<file path="src/mi4_pkg.sv">
// Shared types, constants, tables and arithmetic helpers of the 4x4 matrix inverter.
`default_nettype none
package mi4_pkg;

  localparam int DATA_WIDTH_DEF = 32;
  localparam int FRAC_BITS_DEF  = 16;
  localparam int ACC_W          = 64;
  localparam int THR_W          = 16;
  localparam int QUEUE_DEPTH    = 4;
  localparam int QPTR_W         = $clog2(QUEUE_DEPTH);
  localparam int MINORS         = 12;
  localparam int MIN_AW         = $clog2(MINORS);

  localparam logic [ACC_W-1:0] LIM64 = 64'h7FFF_FFFF_FFFF_FFFF;

  localparam logic [1:0] PH_MIN = 2'd0;
  localparam logic [1:0] PH_DET = 2'd1;
  localparam logic [1:0] PH_ADJ = 2'd2;

  typedef struct packed {
    logic       valid;
    logic [1:0] row;
  } q_ctrl_t;

  typedef struct packed {
    logic       a_min;
    logic [3:0] a_idx;
    logic       b_min;
    logic [3:0] b_idx;
    logic       neg;
    logic       first;
    logic       last;
  } step_t;

  // cofactor terms: element indices, minor indices (a0..a5 = 0..5, b0..b5 = 6..11), sign
  localparam logic [3:0] COF_E [16][3] = '{
    '{4'd5, 4'd9, 4'd13}, '{4'd1, 4'd9, 4'd13}, '{4'd1, 4'd5, 4'd13}, '{4'd1, 4'd5, 4'd9},
    '{4'd4, 4'd8, 4'd12}, '{4'd0, 4'd8, 4'd12}, '{4'd0, 4'd4, 4'd12}, '{4'd0, 4'd4, 4'd8},
    '{4'd7, 4'd11, 4'd15}, '{4'd3, 4'd11, 4'd15}, '{4'd3, 4'd7, 4'd15}, '{4'd3, 4'd7, 4'd11},
    '{4'd6, 4'd10, 4'd14}, '{4'd2, 4'd10, 4'd14}, '{4'd2, 4'd6, 4'd14}, '{4'd2, 4'd6, 4'd10}
  };
  localparam logic [3:0] COF_M [16][3] = '{
    '{4'd11, 4'd10, 4'd9}, '{4'd11, 4'd8, 4'd7}, '{4'd10, 4'd8, 4'd6}, '{4'd9, 4'd7, 4'd6},
    '{4'd11, 4'd10, 4'd9}, '{4'd11, 4'd8, 4'd7}, '{4'd10, 4'd8, 4'd6}, '{4'd9, 4'd7, 4'd6},
    '{4'd5, 4'd4, 4'd3}, '{4'd5, 4'd2, 4'd1}, '{4'd4, 4'd2, 4'd0}, '{4'd3, 4'd1, 4'd0},
    '{4'd5, 4'd4, 4'd3}, '{4'd5, 4'd2, 4'd1}, '{4'd4, 4'd2, 4'd0}, '{4'd3, 4'd1, 4'd0}
  };
  localparam logic [15:0] COF_NEG = 16'b0101_1010_0101_1010;

  localparam logic [1:0] PAIR_P [6] = '{2'd0, 2'd0, 2'd0, 2'd1, 2'd1, 2'd2};
  localparam logic [1:0] PAIR_Q [6] = '{2'd1, 2'd2, 2'd3, 2'd2, 2'd3, 2'd3};

  function automatic logic [ACC_W-1:0] mag64(input logic [ACC_W-1:0] v);
    return v[ACC_W-1] ? (~v + 64'd1) : v;
  endfunction

  // add with symmetric saturation to +-(2^63-1)
  function automatic logic [ACC_W-1:0] sat_add(input logic [ACC_W-1:0] a,
                                               input logic [ACC_W-1:0] b);
    logic signed [ACC_W:0] s;
    s = $signed({a[ACC_W-1], a}) + $signed({b[ACC_W-1], b});
    if (s > $signed({1'b0, LIM64})) return LIM64;
    if (s < -$signed({1'b0, LIM64})) return ~LIM64 + 64'd1;
    return s[ACC_W-1:0];
  endfunction

  function automatic step_t step_info(input logic [1:0] ph, input logic [3:0] j,
                                      input logic [1:0] t);
    step_t      s;
    logic [3:0] jk;
    logic [2:0] k;
    logic       hi;
    s  = '0;
    hi = (j >= 4'd6);
    jk = hi ? (j - 4'd6) : j;
    k  = jk[2:0];
    case (ph)
      PH_MIN: begin
        if (t == 2'd0) begin
          s.a_idx = {PAIR_P[k], hi, 1'b0};
          s.b_idx = {PAIR_Q[k], hi, 1'b1};
        end else begin
          s.a_idx = {PAIR_Q[k], hi, 1'b0};
          s.b_idx = {PAIR_P[k], hi, 1'b1};
          s.neg   = 1'b1;
        end
        s.first = (t == 2'd0);
        s.last  = (t == 2'd1);
      end
      PH_DET: begin
        s.a_min = 1'b1;
        s.b_min = 1'b1;
        s.a_idx = j;
        s.b_idx = 4'd11 - j;
        s.neg   = (j == 4'd1) || (j == 4'd4);
        s.first = (j == 4'd0);
        s.last  = (j == 4'd5);
      end
      PH_ADJ: begin
        s.b_min = 1'b1;
        s.a_idx = COF_E[j][t];
        s.b_idx = COF_M[j][t];
        s.neg   = COF_NEG[j] ^ (t == 2'd1);
        s.first = (t == 2'd0);
        s.last  = (t == 2'd2);
      end
      default: s = '0;
    endcase
    return s;
  endfunction

endpackage
`default_nettype wire

</file>
<file path="src/mi4_front.sv">
// Front end: accepts rows, tags each with its row number and queues them for the engine.
`default_nettype none
module mi4_front
  import mi4_pkg::*;
#(
  parameter int DATA_WIDTH = DATA_WIDTH_DEF
) (
  input  wire                      clk,
  input  wire                      rst,
  input  wire                      elem_valid,
  output logic                     elem_stall,
  input  wire  [4*DATA_WIDTH-1:0]  row_in,
  output q_ctrl_t                  head,
  output logic [4*DATA_WIDTH-1:0]  head_data,
  input  wire                      pop
);

  logic [4*DATA_WIDTH-1:0] qdata [QUEUE_DEPTH];
  logic [1:0]              qrow  [QUEUE_DEPTH];
  logic [QPTR_W-1:0]       wptr, rptr;
  logic [QPTR_W:0]         count;
  logic [1:0]              row_count;
  logic                    push, take;

  assign elem_stall = (count == QUEUE_DEPTH[QPTR_W:0]);
  assign push       = elem_valid && !elem_stall;
  assign take       = pop && (count != '0);

  assign head.valid = (count != '0);
  assign head.row   = qrow[rptr];
  assign head_data  = qdata[rptr];

  always_ff @(posedge clk) begin
    if (push) begin
      qdata[wptr] <= row_in;
      qrow[wptr]  <= row_count;
    end
  end

  always_ff @(posedge clk) begin
    if (rst) begin
      wptr      <= '0;
      rptr      <= '0;
      count     <= '0;
      row_count <= '0;
    end else begin
      if (push) begin
        wptr      <= wptr + QPTR_W'(1);
        row_count <= row_count + 2'd1;
      end
      if (take) rptr <= rptr + QPTR_W'(1);
      count <= count + {{QPTR_W{1'b0}}, push} - {{QPTR_W{1'b0}}, take};
    end
  end

endmodule
`default_nettype wire

</file>
<file path="config.mk">
export PLATFORM = sky130hd
export DESIGN_NAME = mi4_front
export DESIGN_NICKNAME = d
export VERILOG_FILES = /design/src/mi4_pkg.sv /design/src/mi4_front.sv
export SDC_FILE = /design/constraint.sdc
export NUM_CORES = 1
export LEC_CHECK = 0
export BUFFER_PORTS_ARGS = -buffer_cell sky130_fd_sc_hd__buf_2
export CAP_MARGIN = 25
export CORE_MARGIN = 1.5
export CORE_UTILIZATION = 39
export CTS_CLUSTER_SIZE = 40
export DETAILED_ROUTE_END_ITERATION = 8
export RECOVER_POWER = 100
export SLEW_MARGIN = 20
export SYNTH_ARGS = -nofsm -noshare
export SYNTH_HDL_FRONTEND = slang
export SYNTH_SLANG_ARGS = --single-unit
</file>
<file path="constraint.sdc">
create_clock -name clk -period 5.2 [get_ports clk]
set_input_delay 0.26 -clock clk [delete_from_list [all_inputs] [get_ports clk]]
set_output_delay 0.26 -clock clk [all_outputs]
set_load 0.01 [all_outputs]
</file>
==> Word-level counts from Yosys, hierarchy flattened <==
Memory sizes are Yosys's and may differ from the RTL's. A register that Yosys moved wholly into a read port is not among the register bits.
Index checks and enable logic that the tools add are counted.
{ "op_classes": {"n_mux": 6, "addsub": 5, "eq_ne": 1, "reduce_logical": 4} }
{ "op_table": {"columns": ["op", "count"], "rows": [
  ["$mux W2", 4],
  ["$add A2 B1 Y2 const B", 3],
  ["$add A3 B1 Y3", 1],
  ["$eq A3 B3 Y1 const B", 1],
  ["$reduce_bool A3 Y1", 1],
  ["$sub A3 B1 Y3", 1],
  ["$logic_and A1 B1 Y1", 2],
  ["$mux W1", 2],
  ["$logic_not A1 Y1", 1]
]} }
{ "word_totals": {"elab_cells": 22, "register_bits": 9, "mem_count": 2, "ram_bits": 520} }
{ "mem_list": {"columns": ["name", "depth", "width", "rd", "rd_ports_with_merged_regs", "write_ports", "line", "source"], "rows": [
  ["qdata", 4, 128, 1, 1, 1, "mi4_front.sv:18", "logic [4*DATA_WIDTH-1:0] qdata [QUEUE_DEPTH];"],
  ["qrow", 4, 2, 1, 1, 1, "mi4_front.sv:19", "logic [1:0] qrow [QUEUE_DEPTH];"]
]} }

==> Depth between registers and ports, before layout <==
{ "depth": {"depth_word": 5, "depth_mapped": 10, "mapped_depth_nobuf": 10} }

==> Least setup slack after synthesis <==
No wires, ideal clock.
{ "synth_timing": {"kind": "reg-to-reg", "startpoint": "reg count[1]", "endpoint": "mem qdata[0][0] (netlist name) (enable)", "slack_ns": 0.857, "t_required_ns": 4.695, "arrival_time_ns": 3.839, "period_less_slack_ns": 4.343, "path_buffers": 0, "stages_incl_launch_ff": 4, "path_cell_list": "dfxtp_1 -> nor3b_4 -> nor2_1 -> and2_1"} }
{ "synth_between": {"elab_chain_len": 5} }
{ "synth_rtl": {"columns": ["element", "line", "source"], "rows": [
  ["start: declaration", "mi4_front.sv:21", "logic [QPTR_W:0] count;"],
  ["start signal: assignment", "mi4_front.sv:52", "count <= count + {{QPTR_W{1'b0}}, push} - {{QPTR_W{1'b0}}, take};"],
  ["$eq A3 B3 Y1", "mi4_front.sv:25", "assign elem_stall = (count == QUEUE_DEPTH[QPTR_W:0]);"],
  ["net elem_stall", "mi4_front.sv:11", "output logic elem_stall,"],
  ["$logic_not A1 Y1", "mi4_front.sv:26", "assign push = elem_valid && !elem_stall;"],
  ["$logic_and A1 B1 Y1", "mi4_front.sv:26", null],
  ["$mux W1", "mi4_front.sv:34", "if (push) begin"],
  ["$mux W1 (not written as such)", "mi4_front.sv:35", "qdata[wptr] <= row_in;"],
  ["end: declaration", "mi4_front.sv:18", null]
]} }
The timed path passes the listed nets, and every way through them passes these cells.

==> Final worst setup path <==
{ "layout_timing": {"startpoint": "reg count[1]", "endpoint": "mem qdata[3][69] (netlist name) (enable)"} }
{ "layout_between": {"elab_chain_len": 5} }
{ "layout_rtl": {"columns": ["element", "line"], "rows": [
  ["$eq A3 B3 Y1", "mi4_front.sv:25"],
  ["$logic_not A1 Y1", "mi4_front.sv:26"],
  ["$logic_and A1 B1 Y1", "mi4_front.sv:26"],
  ["$mux W1", "mi4_front.sv:34"],
  ["$mux W1 (not written as such)", "mi4_front.sv:35"]
]} }
Every way passes these cells.

==> impl_metrics.py <==
metrics = {
    "final_layout": {
        "nets": 1305,
        "mostFrequentLayoutCells": "edfxtp_1, clkbuf_1, mux4_2",
        "synthToLayoutAreaGrowth_pct": 22.9,
        "final_common_cell": "edfxtp_1",
        "nFillCells": 4125,
        "drive_above_1_share_pct": 18.1,
        "design_area_sq_um": 23900,
        "final_cells": 1873,
    },
    "route": {
        "wirelength_microns": 37500,
        "highest_layer": "met5",
        "via_count": 9010,
        "wl_met1_microns": 15400,
        "drt-initial-drc-count": 523,
        "route.detailed.drc": 0,
        "routedWlPerCell_microns": 20.0,
        "drtAntennaViolNets": 0,
        "wl_met2_microns": 18600,
        "first_pass_iters": 4,
        "dr_wl_met3_microns": 2680,
        "viasPerCell": 4.81,
    },
    "synthesis": {
        "synth_area_per_cell_sq_um": 26.4,
        "ys_ff_latch": 531,
        "synth.yosys.seq_area_share_pct": 81.5,
        "synthMuxAreaShare_pct": 15.2,
        "synthesis.area_sq_um": 19400,
        "synthSimpleGateAreaFrac_pct": 0.618,
        "synth_top_family_by_area": "multiplexers",
        "synth_edf_count": 520,
        "synth_warnings": 0,
        "synthArstFlopShare_pct": 0,
        "synth_compound_area_share_pct": 0.193,
        "synth_xor_area_share_pct": 0.180,
        "synth.net_count": 876,
        "ys_types": 27,
        "synthCells": 737,
        "synthFlopType": "edfxtp_1",
        "synth_adder_area_share_pct": 0.490,
    },
    "setup_path": {
        "r2r_start": "count[1]$_SDFF_PP0_",
        "slowest_delay_ns": 1.47,
        "required_ns": 5.37,
        "cp-start-kind": "register",
        "crit_fanout": 46,
        "cp_cell_sequence": "nor3b_1 > nor2_1 > and2_4 > clkbuf_1",
        "cp_num_buf_inv": 1,
        "critPathTopFamily": "buffers and inverters",
        "r2r-end": "qdata[3][69]$_DFFE_PP_",
        "crit_path_end_kind": "register",
        "arrival_ns": 3.74,
        "critical_path_class": "reg2reg",
        "rrSetupSlack_ns": 1.63,
        "worstRegToRegCells": 4,
        "cpMaxStageDelayCell": "clkbuf_1",
    },
    "sta": {
        "setup_viol": 0,
        "period_share_pct": 68.7,
        "slew_headroom_pct": -56.4,
        "final_hold_viol_count": 0,
        "rsz0062_at_grt": "false",
        "tightest_slew_ns": 2.35,
        "timing.setup.tns_ns": 0,
        "finalCriticalPeriod_ns": 3.57,
        "report.final.slew_viol_count": 464,
        "setup_ws_ns": 1.63,
        "max_freq_ghz": 0.280,
        "fin_worst_skew_ns": 0.0128,
    },
    "place": {
        "dpl.hpwl_microns": 21300,
        "place_area_sq_um": 21400,
        "io_buffers": 263,
        "gp_congestion": 0.672,
        "dp_cells": 1646,
        "post-place-ws_ns": 2.47,
    },
    "global_routing": {
        "grt.overflow.total": 0,
        "antenna_found_initial": 2,
        "grt_max_degree": 77,
        "grt_pass1_wl_microns": 56800,
        "first_global_vias": 9826,
        "grt_use_total_pct": 14.8,
    },
    "clocking": {
        "post_cts.repair.setup_buffers": 0,
        "clk_latency_ns": 0.58,
        "cts_resized": 0,
        "cts-root-buf": "clkbuf_16",
        "clock_path_buffers": 3,
        "htreeDepth": 2,
        "clk_pin_slew_ns": 0.06,
        "cts_tree": "yes",
        "numCtsBuffers": 53,
        "hold_buffers": 129,
        "clock_sink_count": 531,
    },
    "floorplan": {
        "rows": 81,
        "boundaryPins": 264,
        "coreArea_sq_um": 49100,
        "initial_core_util_pct": 39.6,
        "die_width_microns": 226,
        "die_h_microns": 226,
        "die_area_sq_um": 51100,
    },
    "power_and_ir_drop": {
        "seqPwrFrac_pct": 48.3,
        "vdd_drop_max_mv": 0.341,
        "power_density_nw_per_um2": 464,
        "p_leak_nw": 7.38,
        "clkPwrFrac_pct": 31.3,
        "power_frac_comb_pct": 20.4,
        "internal_power_mw": 8.14,
        "switching_power_mw": 2.93,
        "sw_frac_of_total_pct": 26.4,
    },
    "hold_path": {
        "hold_path_end": "wptr[0]$_SDFFE_PP0P_",
        "hold_class": "in2reg",
        "whs_path_depth": 4,
        "hp-start": "elem_valid",
    },
    "outcome": {
        "failed_checks": "max-capacitance violations, max-slew violations",
        "status": "finished, violations left",
    },
    "flow_run": {
        "maxCapViolCount": 9,
    },
}
## power groups by stage
stage	registers, mW	logic (mW)	clock network, mW
global route	5.39	2.48	3.72
global placement	5.41	2.38	0
finish	5.34	2.26	3.46
detailed placement	5.43	2.39	0
CTS	5.34	2.48	3.55
floorplan	5.34	1.72	0
## worst register-to-register path: cells and delay by family (launching register included)
family / cells / cell delay [ns]
simple gates: 3 / 1.24
buf+inv: 1 / 1.48
flops: 1 / 0.43
## Yosys cell counts (2+ instances only)
master | instances | area share, %
edfxtp_1 | 520 | 80
mux4_2 | 130 | 15
buf_12 | 11 | 1.1
dfxtp_1 | 11 | 1.1
buf_2 | 10 | 0.26
inv_1 | 7 | 0.14
ha_1 | 6 | 0.39
nor2_1 | 6 | 0.12
and2_1 | 4 | 0.13
buf_1 | 3 | 0.058
buf_4 | 3 | 0.12
nor2b_1 | 3 | 0.097
or3_1 | 3 | 0.097
xnor2_1 | 3 | 0.14
a21oi_1 | 2 | 0.052
clkbuf_1 | 2 | 0.039
nand2b_1 | 2 | 0.064
o21ai_0 | 2 | 0.052
## registers in the layout, summed over array words and instances (netlist names), named ones only
signal and count:
row_count 2, qrow 8, qdata 512, rptr 2
wptr 2, count 3
## cell families after synthesis
logic type      Yosys count
compound gates            6
xor+xnor                  4
simple gates             20
mux                     132
buf+inv                  37
flops                   531
fa+ha+maj                 7
## per-layer routing
layer,vias up,track usage (%)
met5,-,0
met4,2,4.88
met2,236,24.5
met3,59,4.11
li1,4040,-
met1,4673,18.9
## stage by stage
step	power [mW]	utilization, %	hold WS (ns)
after floorplan	7.06	-	0.359
after global placement	7.79	43.7	0.471
after detailed placement	7.82	43.7	0.477
after CTS	11.4	49.5	0.0354
after global routing	11.6	48.7	0.109
final	11.1	48.7	0.0815
## worst max-delay path by stage
stage | start | depth (start not counted) | endpoint
global route | count[1]$_SDFF_PP0_ | 4 | qdata[3][126]$_DFFE_PP_
global placement | count[1]$_SDFF_PP0_ | 4 | qdata[3][61]$_DFFE_PP_
finish | count[1]$_SDFF_PP0_ | 4 | qdata[3][69]$_DFFE_PP_
floorplan | count[1]$_SDFF_PP0_ | 3 | qdata[0][0]$_DFFE_PP_
CTS | register | 3 | head_data[92]
detailed placement | count[1]$_SDFF_PP0_ | 4 | qdata[1][106]$_DFFE_PP_
## area by class of cell
cell class	count	area [sq um]	share of cell area [%]
clock inverters	23	114	0.477
clock buffers	74	1450	6.07
diodes	1	2.50	0.0105
well taps	664	831	3.48
flip-flops and latches	531	15800	66.4
repair buffers	404	2370	9.94
inverters	7	26.3	0.110
multi-input cells	169	3230	13.5
Power figures use the tool's default switching activity.
